**src/design/rlbwe_pkg.sv**
```systemverilog
// shared types and constants for the rgb led breathing waveform encoder
// no dependencies

package rlbwe_pkg;

  // configuration register indexes
  localparam logic [2:0] REG_MODE      = 3'd0;
  localparam logic [2:0] REG_COLOR     = 3'd1;
  localparam logic [2:0] REG_LUX       = 3'd2;
  localparam logic [2:0] REG_PERIOD    = 3'd3;
  localparam logic [2:0] REG_DUTY_ONE  = 3'd4;
  localparam logic [2:0] REG_DUTY_ZERO = 3'd5;

  // brightness modes
  localparam logic [1:0] MODE_OFF     = 2'd0;
  localparam logic [1:0] MODE_STEADY  = 2'd1;
  localparam logic [1:0] MODE_BREATHE = 2'd2;

  localparam int DEF_PIXELS      = 1;
  localparam int DEF_RESET_SLOTS = 20;
  localparam int LEAD_SLOTS      = 2;
  localparam int BITS_PER_PIXEL  = 24;
  localparam int QUEUE_DEPTH     = 2;

  localparam logic [6:0]  LUX_MAX     = 7'd100;
  localparam logic [13:0] LUX_DIVISOR = 14'd100;
  localparam logic [21:0] FULL_SCALE  = 22'd255;
  localparam logic [13:0] RAMP_STEP   = 14'd50;

  localparam logic [5:0] RST_DUTY_ONE  = 6'd40;
  localparam logic [5:0] RST_DUTY_ZERO = 6'd19;
  localparam logic [7:0] RST_PERIOD    = 8'd1;

  localparam int DVD_W = 22;
  localparam int DIV_W = 14;

  typedef struct packed {
    logic [1:0] mode;
    logic [2:0] color;
    logic [6:0] lux_percent;
    logic [7:0] breathe_period;
    logic [5:0] duty_one;
    logic [5:0] duty_zero;
  } cfg_t;

  typedef struct packed {
    logic [7:0] bright;
    logic [2:0] color;
  } frame_t;

  // handshake between a queue and its two sides
  typedef struct packed {
    logic push;
    logic pop;
  } q_req_t;

  typedef struct packed {
    logic full;
    logic empty;
  } q_stat_t;

endpackage

```
**src/design/rlbwe_front.sv**
```systemverilog
// front part: accepts ticks, runs the breathing ramp and works out the brightness
// uses rlbwe_pkg; divides with a one bit per cycle restoring divider

module rlbwe_front (
  input  logic              clk,
  input  logic              rst,
  input  rlbwe_pkg::cfg_t   cfg,
  input  logic              tick_valid,
  input  logic              tick,
  output logic              tick_ready,
  output logic              push,
  output rlbwe_pkg::frame_t push_data,
  input  logic              q_full
);
  import rlbwe_pkg::*;

  localparam logic [1:0] ST_IDLE = 2'd0;
  localparam logic [1:0] ST_DIV  = 2'd1;
  localparam logic [1:0] ST_PUSH = 2'd2;
  localparam int STEP_W = $clog2(DVD_W);
  localparam logic [STEP_W-1:0] LAST_STEP = STEP_W'(DVD_W - 1);
  // 255 / 100 as a fixed point reciprocal, 19 fraction bits, set above the exact value
  localparam logic [20:0] LUX_RECIP = 21'd1336965;
  localparam int          LUX_SHIFT = 19;

  logic [1:0]        state;
  logic [13:0]       ramp_count;
  logic              ramp_falling;
  logic [DVD_W-1:0]  dvd;
  logic [DVD_W-1:0]  quot;
  logic [DIV_W-1:0]  divisor;
  logic [DIV_W-1:0]  rem;
  logic [STEP_W-1:0] step;
  logic [2:0]        color;

  logic [7:0]        per_eff;
  logic [13:0]       half;
  logic [6:0]        lux_sat;
  logic [26:0]       lux_prod;
  logic [7:0]        steady_bright;
  logic [14:0]       cnt_inc;
  logic [DIV_W:0]    rem_shift;
  logic              ge;

  assign per_eff   = (cfg.breathe_period == 8'd0) ? 8'd1 : cfg.breathe_period;
  assign half      = 14'({6'd0, per_eff} * RAMP_STEP);
  assign lux_sat   = (cfg.lux_percent > LUX_MAX) ? LUX_MAX : cfg.lux_percent;
  assign lux_prod  = {20'd0, lux_sat} * {6'd0, LUX_RECIP};
  assign steady_bright = lux_prod[LUX_SHIFT +: 8];
  assign cnt_inc   = {1'b0, ramp_count} + 15'd1;
  assign rem_shift = {rem, dvd[DVD_W-1]};
  assign ge        = rem_shift >= {1'b0, divisor};

  assign tick_ready       = (state == ST_IDLE);
  assign push             = (state == ST_PUSH) && !q_full;
  assign push_data.bright = (|quot[DVD_W-1:8]) ? 8'hFF : quot[7:0];
  assign push_data.color  = color;

  always_ff @(posedge clk) begin
    if (rst) begin
      state        <= ST_IDLE;
      ramp_count   <= '0;
      ramp_falling <= 1'b0;
    end else begin
      case (state)
        ST_IDLE: begin
          if (tick_valid && tick) begin
            color <= cfg.color;
            rem   <= '0;
            step  <= '0;
            if (cfg.mode == MODE_STEADY) begin
              quot  <= DVD_W'(steady_bright);
              state <= ST_PUSH;
            end else if (cfg.mode == MODE_BREATHE) begin
              quot    <= '0;
              dvd     <= DVD_W'({8'd0, ramp_count} * FULL_SCALE);
              divisor <= half;
              state   <= ST_DIV;
              if (!ramp_falling) begin
                if (cnt_inc > {1'b0, half}) begin
                  ramp_count   <= half;
                  ramp_falling <= 1'b1;
                end else begin
                  ramp_count <= cnt_inc[13:0];
                end
              end else if (ramp_count <= 14'd2) begin
                ramp_count   <= 14'd1;
                ramp_falling <= 1'b0;
              end else begin
                ramp_count <= ramp_count - 14'd1;
              end
            end else begin
              quot  <= '0;
              state <= ST_PUSH;
            end
          end
        end
        ST_DIV: begin
          rem  <= ge ? DIV_W'(rem_shift - {1'b0, divisor}) : rem_shift[DIV_W-1:0];
          dvd  <= {dvd[DVD_W-2:0], 1'b0};
          quot <= {quot[DVD_W-2:0], ge};
          step <= step + 1'b1;
          if (step == LAST_STEP) begin
            state <= ST_PUSH;
          end
        end
        ST_PUSH: begin
          if (!q_full) begin
            state <= ST_IDLE;
          end
        end
        default: begin
          state <= ST_IDLE;
        end
      endcase
    end
  end

endmodule

```
**src/design/rlbwe_queue.sv**
```systemverilog
// short queue of frame descriptors between the front and back parts
// uses rlbwe_pkg

module rlbwe_queue #(
  parameter int DEPTH = rlbwe_pkg::QUEUE_DEPTH
) (
  input  logic               clk,
  input  logic               rst,
  input  rlbwe_pkg::q_req_t  req,
  input  rlbwe_pkg::frame_t  wr_data,
  output rlbwe_pkg::frame_t  rd_data,
  output rlbwe_pkg::q_stat_t stat
);
  import rlbwe_pkg::*;

  localparam int PTR_W = (DEPTH > 1) ? $clog2(DEPTH) : 1;
  localparam int CNT_W = $clog2(DEPTH + 1);

  frame_t           slots [DEPTH];
  logic [PTR_W-1:0] wptr;
  logic [PTR_W-1:0] rptr;
  logic [CNT_W-1:0] count;
  logic             do_push;
  logic             do_pop;

  assign stat.full  = (count == CNT_W'(DEPTH));
  assign stat.empty = (count == '0);
  assign rd_data    = slots[rptr];
  assign do_push    = req.push && !stat.full;
  assign do_pop     = req.pop && !stat.empty;

  always_ff @(posedge clk) begin
    if (do_push) begin
      slots[wptr] <= wr_data;
    end
  end

  always_ff @(posedge clk) begin
    if (rst) begin
      wptr  <= '0;
      rptr  <= '0;
      count <= '0;
    end else begin
      if (do_push) begin
        wptr <= (wptr == PTR_W'(DEPTH - 1)) ? '0 : wptr + 1'b1;
      end
      if (do_pop) begin
        rptr <= (rptr == PTR_W'(DEPTH - 1)) ? '0 : rptr + 1'b1;
      end
      if (do_push && !do_pop) begin
        count <= count + 1'b1;
      end else if (do_pop && !do_push) begin
        count <= count - 1'b1;
      end
    end
  end

`ifndef ASSERT_OFF
  a_no_push_full: assert property (@(posedge clk) disable iff (rst)
    stat.full |-> !req.push) else $error("push into full queue");
  a_no_pop_empty: assert property (@(posedge clk) disable iff (rst)
    stat.empty |-> !req.pop) else $error("pop from empty queue");
  a_count_range: assert property (@(posedge clk) disable iff (rst)
    count <= CNT_W'(DEPTH)) else $error("queue count out of range");
`endif

endmodule

```
**src/design/rlbwe_back.sv**
```systemverilog
// back part: turns one frame descriptor into a run of pwm compare beats
// uses rlbwe_pkg; one beat per cycle while the result side is ready, through an output register

module rlbwe_back #(
  parameter int PIXELS      = rlbwe_pkg::DEF_PIXELS,
  parameter int RESET_SLOTS = rlbwe_pkg::DEF_RESET_SLOTS
) (
  input  logic               clk,
  input  logic               rst,
  input  rlbwe_pkg::cfg_t    cfg,
  input  rlbwe_pkg::frame_t  rd_data,
  input  logic               q_empty,
  output logic               pop,
  output logic               res_valid,
  input  logic               res_ready,
  output logic [5:0]         duty,
  output logic [5:0]         slot_index,
  output logic               last
);
  import rlbwe_pkg::*;

  localparam int DATA_SLOTS  = PIXELS * BITS_PER_PIXEL;
  localparam int FRAME_SLOTS = DATA_SLOTS + RESET_SLOTS;
  localparam int SLOT_W      = $clog2(FRAME_SLOTS);
  localparam logic [SLOT_W-1:0] SLOT_LAST  = SLOT_W'(FRAME_SLOTS - 1);
  localparam logic [SLOT_W-1:0] DATA_FIRST = SLOT_W'(LEAD_SLOTS);
  localparam logic [SLOT_W-1:0] DATA_END   = SLOT_W'(LEAD_SLOTS + DATA_SLOTS);

  logic              active;
  logic [SLOT_W-1:0] slot;
  frame_t            cur;

  logic              load;
  logic              in_data;
  logic [SLOT_W-1:0] d;
  logic [1:0]        ch;
  logic              ch_en;
  logic [7:0]        lvl;
  logic              bit_val;
  logic [5:0]        duty_next;

  assign pop     = !active && !q_empty;
  assign load    = active && (!res_valid || res_ready);
  assign in_data = (slot >= DATA_FIRST) && (slot < DATA_END);
  assign d       = slot - DATA_FIRST;
  assign ch      = d[4:3];

  always_comb begin
    case (ch)
      2'd0:    ch_en = cur.color[0];
      2'd1:    ch_en = cur.color[1];
      default: ch_en = cur.color[2];
    endcase
    lvl       = ch_en ? cur.bright : 8'd0;
    bit_val   = (d < SLOT_W'(BITS_PER_PIXEL)) && lvl[3'd7 - d[2:0]];
    duty_next = !in_data ? 6'd0 : (bit_val ? cfg.duty_one : cfg.duty_zero);
  end

  always_ff @(posedge clk) begin
    if (pop) begin
      cur <= rd_data;
    end
    if (load) begin
      duty       <= duty_next;
      slot_index <= 6'(slot);
      last       <= (slot == SLOT_LAST);
    end
  end

  always_ff @(posedge clk) begin
    if (rst) begin
      active    <= 1'b0;
      slot      <= '0;
      res_valid <= 1'b0;
    end else begin
      if (pop) begin
        active <= 1'b1;
        slot   <= '0;
      end
      if (load) begin
        res_valid <= 1'b1;
        slot      <= slot + 1'b1;
        if (slot == SLOT_LAST) begin
          active <= 1'b0;
        end
      end else if (res_ready) begin
        res_valid <= 1'b0;
      end
    end
  end

`ifndef ASSERT_OFF
  a_last_pos: assert property (@(posedge clk) disable iff (rst)
    (res_valid && last) |-> (slot_index == 6'(FRAME_SLOTS - 1)))
    else $error("last beat at wrong slot");
  a_slot_range: assert property (@(posedge clk) disable iff (rst)
    active |-> (slot <= SLOT_LAST)) else $error("slot counter past frame end");
`endif

endmodule

```
**src/design/rgb_led_breathing_waveform_encoder.sv**
```systemverilog
// top level of the rgb led breathing waveform encoder
// uses rlbwe_pkg, rlbwe_front, rlbwe_queue, rlbwe_back
//
//  channel   handshake               payload
//  tick      tick_valid/tick_ready   tick
//  result    res_valid/res_ready     duty, slot_index, last
//  config    cfg_valid/cfg_ready     cfg_index, cfg_data
//
// in the front a tick with mode off or steady goes straight to the push state,
// breathe first runs the one bit per cycle divider; a tick of zero pushes
// nothing; the back pops each frame from the two entry queue, then sends
// its PIXELS*24+RESET_SLOTS beats, one per cycle while res_ready is high
// synchronous reset; no clearing pass, the block takes ticks right after reset
// a stalled result side fills the queue and then holds tick_ready low

module rgb_led_breathing_waveform_encoder #(
  parameter int PIXELS      = rlbwe_pkg::DEF_PIXELS,
  parameter int RESET_SLOTS = rlbwe_pkg::DEF_RESET_SLOTS
) (
  input  logic       clk,
  input  logic       rst,
  input  logic       tick_valid,
  output logic       tick_ready,
  input  logic       tick,
  output logic       res_valid,
  input  logic       res_ready,
  output logic [5:0] duty,
  output logic [5:0] slot_index,
  output logic       last,
  input  logic       cfg_valid,
  output logic       cfg_ready,
  input  logic [2:0] cfg_index,
  input  logic [7:0] cfg_data
);
  import rlbwe_pkg::*;

  cfg_t    cfg;
  frame_t  push_data;
  frame_t  rd_data;
  q_req_t  q_req;
  q_stat_t q_stat;
  logic    push;
  logic    pop;

  assign cfg_ready = 1'b1;

  // configuration registers
  always_ff @(posedge clk) begin
    if (rst) begin
      cfg.mode           <= MODE_OFF;
      cfg.color          <= '0;
      cfg.lux_percent    <= '0;
      cfg.breathe_period <= RST_PERIOD;
      cfg.duty_one       <= RST_DUTY_ONE;
      cfg.duty_zero      <= RST_DUTY_ZERO;
    end else if (cfg_valid && cfg_ready) begin
      case (cfg_index)
        REG_MODE:      cfg.mode           <= cfg_data[1:0];
        REG_COLOR:     cfg.color          <= cfg_data[2:0];
        REG_LUX:       cfg.lux_percent    <= cfg_data[6:0];
        REG_PERIOD:    cfg.breathe_period <= cfg_data;
        REG_DUTY_ONE:  cfg.duty_one       <= cfg_data[5:0];
        REG_DUTY_ZERO: cfg.duty_zero      <= cfg_data[5:0];
        default: begin
        end
      endcase
    end
  end

  assign q_req.push = push;
  assign q_req.pop  = pop;

  rlbwe_front u_front (
    .clk        (clk),
    .rst        (rst),
    .cfg        (cfg),
    .tick_valid (tick_valid),
    .tick       (tick),
    .tick_ready (tick_ready),
    .push       (push),
    .push_data  (push_data),
    .q_full     (q_stat.full)
  );

  rlbwe_queue #(
    .DEPTH (QUEUE_DEPTH)
  ) u_queue (
    .clk     (clk),
    .rst     (rst),
    .req     (q_req),
    .wr_data (push_data),
    .rd_data (rd_data),
    .stat    (q_stat)
  );

  rlbwe_back #(
    .PIXELS      (PIXELS),
    .RESET_SLOTS (RESET_SLOTS)
  ) u_back (
    .clk        (clk),
    .rst        (rst),
    .cfg        (cfg),
    .rd_data    (rd_data),
    .q_empty    (q_stat.empty),
    .pop        (pop),
    .res_valid  (res_valid),
    .res_ready  (res_ready),
    .duty       (duty),
    .slot_index (slot_index),
    .last       (last)
  );

endmodule

```
**config.mk**
```make
export PLATFORM = sky130hd
export DESIGN_NAME = rgb_led_breathing_waveform_encoder
export DESIGN_NICKNAME = d
export VERILOG_FILES = /design/src/design/rlbwe_pkg.sv /design/src/design/rlbwe_front.sv /design/src/design/rlbwe_queue.sv /design/src/design/rlbwe_back.sv /design/src/design/rgb_led_breathing_waveform_encoder.sv
export SDC_FILE = /design/constraint.sdc
export NUM_CORES = 1
export LEC_CHECK = 0
export BUFFER_PORTS_ARGS = -buffer_cell sky130_fd_sc_hd__buf_2
export CELL_PAD_IN_SITES_DETAIL_PLACEMENT = 1
export CELL_PAD_IN_SITES_GLOBAL_PLACEMENT = 1
export CORE_ASPECT_RATIO = 1.75
export CORE_MARGIN = 8
export CORE_UTILIZATION = 47
export DETAILED_ROUTE_END_ITERATION = 10
export PLACE_DENSITY_LB_ADDON = 0.1
export SYNTH_ARGS = -nofsm -noshare
export SYNTH_HDL_FRONTEND = slang
export SYNTH_SLANG_ARGS = --single-unit
export TNS_END_PERCENT = 50
```
**constraint.sdc**
```tcl
create_clock -name clk -period 5.6 [get_ports clk]
set_input_delay 0.56 -clock clk [delete_from_list [all_inputs] [get_ports clk]]
set_output_delay 0.56 -clock clk [all_outputs]
set_load 0.005 [all_outputs]
```
==> impl_metrics.env, run 1 <==
export IMPL_synth_cells=1367
export IMPL_ir_drop_uv=229
export IMPL_initial_core_util_pct=47.3
export IMPL_die_area_sq_um=36100
export IMPL_reg2reg_slack_ns=0.29
export IMPL_pwr_share_clk_pct=38.9
export IMPL_yosys_area_top_type="edfxtp_1"
export IMPL_vias=10100
export IMPL_synth_nets=1645
export IMPL_netSwitchingFraction_pct=28.1
export IMPL_h_tree_depth=4
export IMPL_die_x_microns=147
export IMPL_cts_tree="done"
export IMPL_viasPerCell=5.57
export IMPL_intPower_mw=2.34
export IMPL_clk_path_buf_depth=2
export IMPL_gp_congestion=0.888
export IMPL_p_comb_share_pct=11.4
export IMPL_crit_path_end_kind="register"
export IMPL_grt_pass1_vias=11300
export IMPL_synth_ff_type="edfxtp_1"
export IMPL_period_needed_ns=5.31
export IMPL_portBuffers=31
export IMPL_p_per_area_nw_per_um2=209
export IMPL_hpwlAfterDp_mm=29.9
export IMPL_grt_usage_pct=21.2
export IMPL_path_clk_slew_ns=0.08
export IMPL_worstMarginPinSlew_ns=1.04
export IMPL_die_h_microns=245
export IMPL_insertedDiodeCount=0
export IMPL_netlist_area_sq_um=14100
export IMPL_ys_async_sr_fraction_pct=0
export IMPL_hp_class="in -> reg"
export IMPL_worstSetupStartpointType="register"
export IMPL_num_rows=84
export IMPL_drive_gt1_share_pct=11.2
export IMPL_final_common_cell="ha_1"
export IMPL_critPathMaxFanout=10
export IMPL_post_route_drc_count=0
export IMPL_max_freq_mhz=188
export IMPL_layout_common_cells="180 x ha_1, 171 x inv_1, 125 x edfxtp_1"
export IMPL_syn_to_final_growth_pct=10.6
export IMPL_seqPwrFrac_pct=49.7
export IMPL_synth_avg_cell_area_sq_um=10.3
export IMPL_power_leakage_nw=7.14
export IMPL_critical_path_class="reg -> reg"
export IMPL_setup_viol=0
export IMPL_drt_iter0_drc=379
export IMPL_wire_per_inst_microns=20.4
export IMPL_status="complete, no violations"
export IMPL_drt_total_wl_mm=37.2
export IMPL_io_pins=33
export IMPL_numCtsBuffers=17
export IMPL_dpl_cell_area_sq_um=14900
export IMPL_finalHoldViolCount=0
export IMPL_grt_pass1_wl_mm=59.5
export IMPL_fin_area_sq_um=15600
export IMPL_yosysSeqAreaShare_pct=35.2
export IMPL_clock_skew_ns=0.0115
export IMPL_drtAntennaViolNets=0
export IMPL_cap_violations=0
export IMPL_slew_headroom_pct=30.3
export IMPL_clock_sinks=186
export IMPL_tns_ns=0
export IMPL_cp_arrival_ns=5.66
export IMPL_reg2reg_from="cfg[18]"
export IMPL_synth_edf_count=125
export IMPL_nNetsFinal=1697
export IMPL_antenna_found_initial=0
export IMPL_hp_start="cfg_data[7]"
export IMPL_cts_root_buffer="clkbuf_16"
export IMPL_critPathRequiredTime_ns=5.95
export IMPL_period_share_pct=94.8
export IMPL_overflow=0
export IMPL_dr_pass1_iters=4
export IMPL_yosys_warnings=0
export IMPL_yosys_top_cells_area="edfxtp_1 27%, ha_1 16%, fa_1 11%"
export IMPL_synth_cell_types=85
export IMPL_drv_slew=0
export IMPL_crit_path_start="cfg[18]"
export IMPL_ys_ff_latch=186
export IMPL_grt_max_degree=48
export IMPL_insertion_delay_ns=0.45
export IMPL_yosys_area_top_type_share_pct=26.6
export IMPL_core_area_sq_um=29800
export IMPL_netSwitchingPower_mw=0.917
## layout make-up
type / count / area (sq um)
clock buffers: 18 / 450
clock inverters: 14 / 165
fillers: 3307 / 14200
inverters: 172 / 646
multi-input cells: 973 / 8460
flip-flops and latches: 186 / 4970
well taps: 387 / 484
repair buffers: 69 / 440
## power by group through the flow
stage / Clock, mW / Sequential [mW] / Combinational, mW
after floorplan: 0 / 1.63 / 0.249
after global placement: 0 / 1.65 / 0.357
after detailed placement: 0 / 1.65 / 0.368
after CTS: 1.30 / 1.62 / 0.373
after global routing: 1.34 / 1.63 / 0.413
final: 1.27 / 1.62 / 0.370
## cell families (layout without fill, tap and decap cells)
kind of cell,Yosys count,in the layout,share of synthesized area (%)
adders and majority gates,261,261,27.2
DFF,186,186,35.2
and+or+nand+nor,357,357,12.3
other,1,1,0.0266
xor gates and xnor gates,61,61,3.78
buffers and inverters,208,273,5.79
AOI/OAI and AO/OA,231,231,10.9
muxes,62,62,4.69
## metrics by stage
| step | hold slack [ns] | worst slack (ns) | power [mW] | utilization, % | instances |
|---|---|---|---|---|---|
| 2_1_floorplan | 0.406 | 0.513 | 1.88 | - | 1367 |
| 3_3_place_gp | 0.412 | 0.165 | 2.00 | 49.9 | 1785 |
| 3_5_place_dp | 0.430 | -0.108 | 2.02 | 49.9 | 1785 |
| 4_1_cts | 0.312 | 0.0266 | 3.29 | 51.9 | 1817 |
| 5_1_grt | 0.330 | -0.0658 | 3.38 | 52.3 | 1819 |
| 6_report | 0.339 | 0.289 | 3.26 | 52.3 | 1819 |
## sequential cells by signal, summed over array words and instances (netlist names), 2 cells and up
register	cells
u_front.dvd	22
u_front.quot	22
u_front.ramp_count	14
u_front.divisor	13
u_front.state	2
u_front.color	3
u_back.cur	11
u_back.slot_index	6
cfg	32
u_queue.count	2
u_queue.slots	22
u_back.slot	6
u_front.step	5
u_front.rem	14
u_back.duty	6
## Yosys cell counts, types with 25 or more instances
cell type	count
and2_1	25
nor2_1	101
a21oi_1	75
inv_1	172
edfxtp_1	125
fa_1	77
dfxtp_1	61
xnor2_1	42
nand2_1	93
ha_1	184
mux2i_1	47
o21ai_0	41
nand3_1	27
## routing by layer
layer  up-vias  GRT usage [%]  part of all wire [%]
li1       4830              -                     -
met1      5085           19.3                    34
met2       136           43.7                    60
met3        86           2.56                   1.6
met4         0           11.3                   4.7
met5         -              0                     0
## repair_timing
| action | in CTS | in global routing |
|---|---|---|
| gates resized for setup | 3 | 17 |
| setup buffers | 0 | 2 |
| pin swaps | 0 | 12 |
| endpoints found under the setup margin | 10 | 15 |
| gates cloned | 0 | 0 |
| hold buffers | 0 | 0 |
## critical path, cell delays in order, from the launching register on
cell and delay [ns]:
dfxtp_1 0.32, inv_1 0.08, ha_1 0.16, nand3_1 0.10
nand2b_4 0.18, and2_1 0.19, ha_1 0.28, ha_1 0.29
inv_1 0.06, fa_1 0.55, inv_1 0.08, ha_4 0.26
a21oi_2 0.17, nor2b_1 0.06, o21ai_1 0.17, a21oi_1 0.11
xor2_1 0.22, inv_1 0.07, ha_1 0.30, and3_4 0.20
or4b_1 0.45, o221ai_2 0.10, o21ai_4 0.12, buf_4 0.20
mux2i_1 0.17, o22ai_1 0.10, a32o_1 0.22
## worst paths after layout
path                                               to  depth (start not counted)
worst min-delay path                          cfg[19]                          3
worst max-delay path            u_front.ramp_count[3]                         26
worst max register to register  u_front.ramp_count[3]                         26
worst min register to register    u_queue.slots[1][1]                          0
No activity file was read; power rests on OpenSTA's default activity.
==> run 2: changes to the inputs <==
--- a/config.mk
+++ b/config.mk
@@ -15,5 +15,6 @@
 export PLACE_DENSITY_LB_ADDON = 0.1
 export SYNTH_ARGS = -nofsm -noshare
 export SYNTH_HDL_FRONTEND = slang
+export SYNTH_HIERARCHICAL = 1
 export SYNTH_SLANG_ARGS = --single-unit
 export TNS_END_PERCENT = 50
==> impl_metrics.env, run 2 <==
export IMPL_vias=10300
export IMPL_dr_pass1_iters=5
export IMPL_slew_headroom_pct=32.7
export IMPL_fillers=3389
export IMPL_nNetsFinal=1729
export IMPL_clk_path_buf_depth=2
export IMPL_ys_async_sr_fraction_pct=0
export IMPL_drt_total_wl_mm=35.8
export IMPL_regMostFlops="cfg"
export IMPL_drv_slew=0
export IMPL_power_leakage_nw=7.41
export IMPL_core_area_sq_um=30500
export IMPL_cap_violations=0
export IMPL_critical_path_class="reg -> reg"
export IMPL_ys_ff_latch=187
export IMPL_final_cells=1856
export IMPL_drtAntennaViolNets=0
export IMPL_yosys_top_cells_area="edfxtp_1 26%, ha_1 16%, fa_1 11%"
export IMPL_slowest_delay_ns=0.50
export IMPL_drt_iter0_drc=458
export IMPL_grt_usage_pct=20.6
export IMPL_die_area_sq_um=36800
export IMPL_hpwlAfterDp_mm=28.5
export IMPL_insertion_delay_ns=0.44
export IMPL_wire_per_inst_microns=19.3
export IMPL_rsz0062_at_grt="false"
export IMPL_crit_path_end_kind="register"
export IMPL_cts_root_buffer="clkbuf_16"
export IMPL_yosysSeqAreaShare_pct=34.6
export IMPL_numCtsBuffers=17
export IMPL_hp_start="cfg_data[4]"
export IMPL_period_share_pct=94.1
export IMPL_yosys_warnings=6
export IMPL_worstSetupStartpointType="register"
export IMPL_fin_util_pct=52.5
export IMPL_finalHoldViolCount=0
export IMPL_p_per_area_nw_per_um2=214
export IMPL_yosysMostFrequentCell="ha_1"
export IMPL_total_power_mw=3.43
export IMPL_grt_pass1_vias=11500
export IMPL_portBuffers=31
export IMPL_syn_to_final_growth_pct=10.8
export IMPL_grt_pass1_wl_mm=59.7
export IMPL_endpoint="u_front/ramp_count[6]"
export IMPL_largest_reg_flops=32
export IMPL_num_rows=85
export IMPL_yosys_area_top_type="edfxtp_1"
export IMPL_path_clk_slew_ns=0.08
export IMPL_dp_cells=1820
export IMPL_critPathMostFrequentCell="inv_1"
export IMPL_hold_slack_ns=0.395
export IMPL_clock_skew_ns=0.0119
export IMPL_grt_max_degree=45
export IMPL_reg2reg_from="cfg[18]"
export IMPL_overflow=0
export IMPL_max_freq_mhz=190
export IMPL_final_common_cell="ha_1"
export IMPL_cp_arrival_ns=5.61
export IMPL_drive_gt1_share_pct=11.3
export IMPL_slowest_stage="fa_1"
export IMPL_io_pins=33
export IMPL_dpl_cell_area_sq_um=15300
export IMPL_synth_nets=1673
export IMPL_worstMarginPinSlew_ns=0.996
export IMPL_gp_congestion=0.824
export IMPL_crit_path_start="cfg[18]"
export IMPL_reg2reg_slack_ns=0.33
export IMPL_synth_ff_type="edfxtp_1"
export IMPL_period_needed_ns=5.27
export IMPL_critPathMaxFanout=6
export IMPL_fin_area_sq_um=16000
export IMPL_ir_drop_uv=249
export IMPL_worstRegToRegCells=29
export IMPL_die_x_microns=149
export IMPL_synth_avg_cell_area_sq_um=10.4
export IMPL_netlist_area_sq_um=14500
export IMPL_clock_sinks=187
export IMPL_post_route_drc_count=0
export IMPL_yosys_area_top_type_share_pct=26.0
export IMPL_critPathRequiredTime_ns=5.94
export IMPL_synth_edf_count=125
export IMPL_ys_top_cells_by_count="183 x ha_1, 178 x inv_1, 125 x edfxtp_1, 95 x nor2_1, 77 x fa_1"
export IMPL_layout_common_cells="181 x ha_1, 177 x inv_1, 125 x edfxtp_1"
export IMPL_postCtsHoldBufs=0
export IMPL_viasPerCell=5.56
export IMPL_cts_tree="done"
export IMPL_setup_viol=0
export IMPL_status="complete, no violations"
export IMPL_r2r_end="u_front/ramp_count[6]"
export IMPL_insertedDiodeCount=0
export IMPL_h_tree_depth=4
export IMPL_synth_cells=1396
export IMPL_antenna_found_initial=0
export IMPL_hp_class="in -> reg"
export IMPL_initial_core_util_pct=47.4
export IMPL_synth_cell_types=87
export IMPL_die_h_microns=248
## run 2: logic make-up after synthesis
family                     Yosys count  share of synthesized area, %
AOI/OAI and AO/OA                  228                          10.6
xor gates and xnor gates            61                          3.70
adders and majority gates          260                          26.5
buffers and inverters              219                          5.95
DFF                                187                          34.6
muxes                               72                          5.18
other                                1                        0.0259
and+or+nand+nor                    368                          13.5
## run 2: routing by layer
metal	global-route usage, %	wire length [microns]
met4	7.20	1020
met2	39.9	20200
met5	0	0
met1	22.3	14100
met3	2.28	555
## run 2: repair_timing
item                                    in CTS  in global routing
pin swaps                                    0                  5
setup buffers                                0                  3
gates cloned                                 0                  1
endpoints found under the setup margin      11                 14
resized for setup                            1                 11
## run 2: cell type report
| cell class | count | area [sq um] | area share, % |
|---|---|---|---|
| clock inverters | 15 | 215 | 1.34 |
| inverters | 178 | 668 | 4.17 |
| clock buffers | 17 | 425 | 2.66 |
| flip-flops and latches | 187 | 4990 | 31.2 |
| multi-input cells | 990 | 8690 | 54.2 |
| repair buffers | 78 | 538 | 3.36 |
| well taps | 391 | 489 | 3.05 |
## run 2: worst max-delay path, delay by kind of cell (launching register included)
| kind | cells | cell delay [ns] |
|---|---|---|
| fa+ha+maj | 5 | 1.50 |
| simple gates | 9 | 1.26 |
| compound gates | 7 | 1.06 |
| buf+inv | 5 | 0.42 |
| mux | 2 | 0.38 |
| flops | 1 | 0.33 |
| xor+xnor | 1 | 0.22 |
## run 2: metrics by stage
| stage | setup slack (ns) | setup TNS [ns] |
|---|---|---|
| floorplan | 0.538 | 0 |
| global placement | 0.00451 | 0 |
| detailed placement | -0.210 | -1.37 |
| CTS | 0.0969 | 0 |
| global route | 0.000172 | 0 |
| finish | 0.328 | 0 |
## run 2: worst min path at each step
stage | slack [ns] | cells past startpoint | end
4_1_cts | 0.37 | 3 | cfg[4]
6_report | 0.39 | 3 | cfg[4]
3_5_place_dp | 0.42 | 0 | u_front/color[1]
2_1_floorplan | 0.40 | 0 | u_back/slot_index[3]
5_1_grt | 0.39 | 3 | cfg[4]
3_3_place_gp | 0.42 | 0 | u_front/color[1]
## run 2: where the power goes
| group | internal, mW | switching [mW] |
|---|---|---|
| Combinational | 0.178 | 0.284 |
| Sequential | 1.59 | 0.0623 |
| Clock | 0.694 | 0.619 |
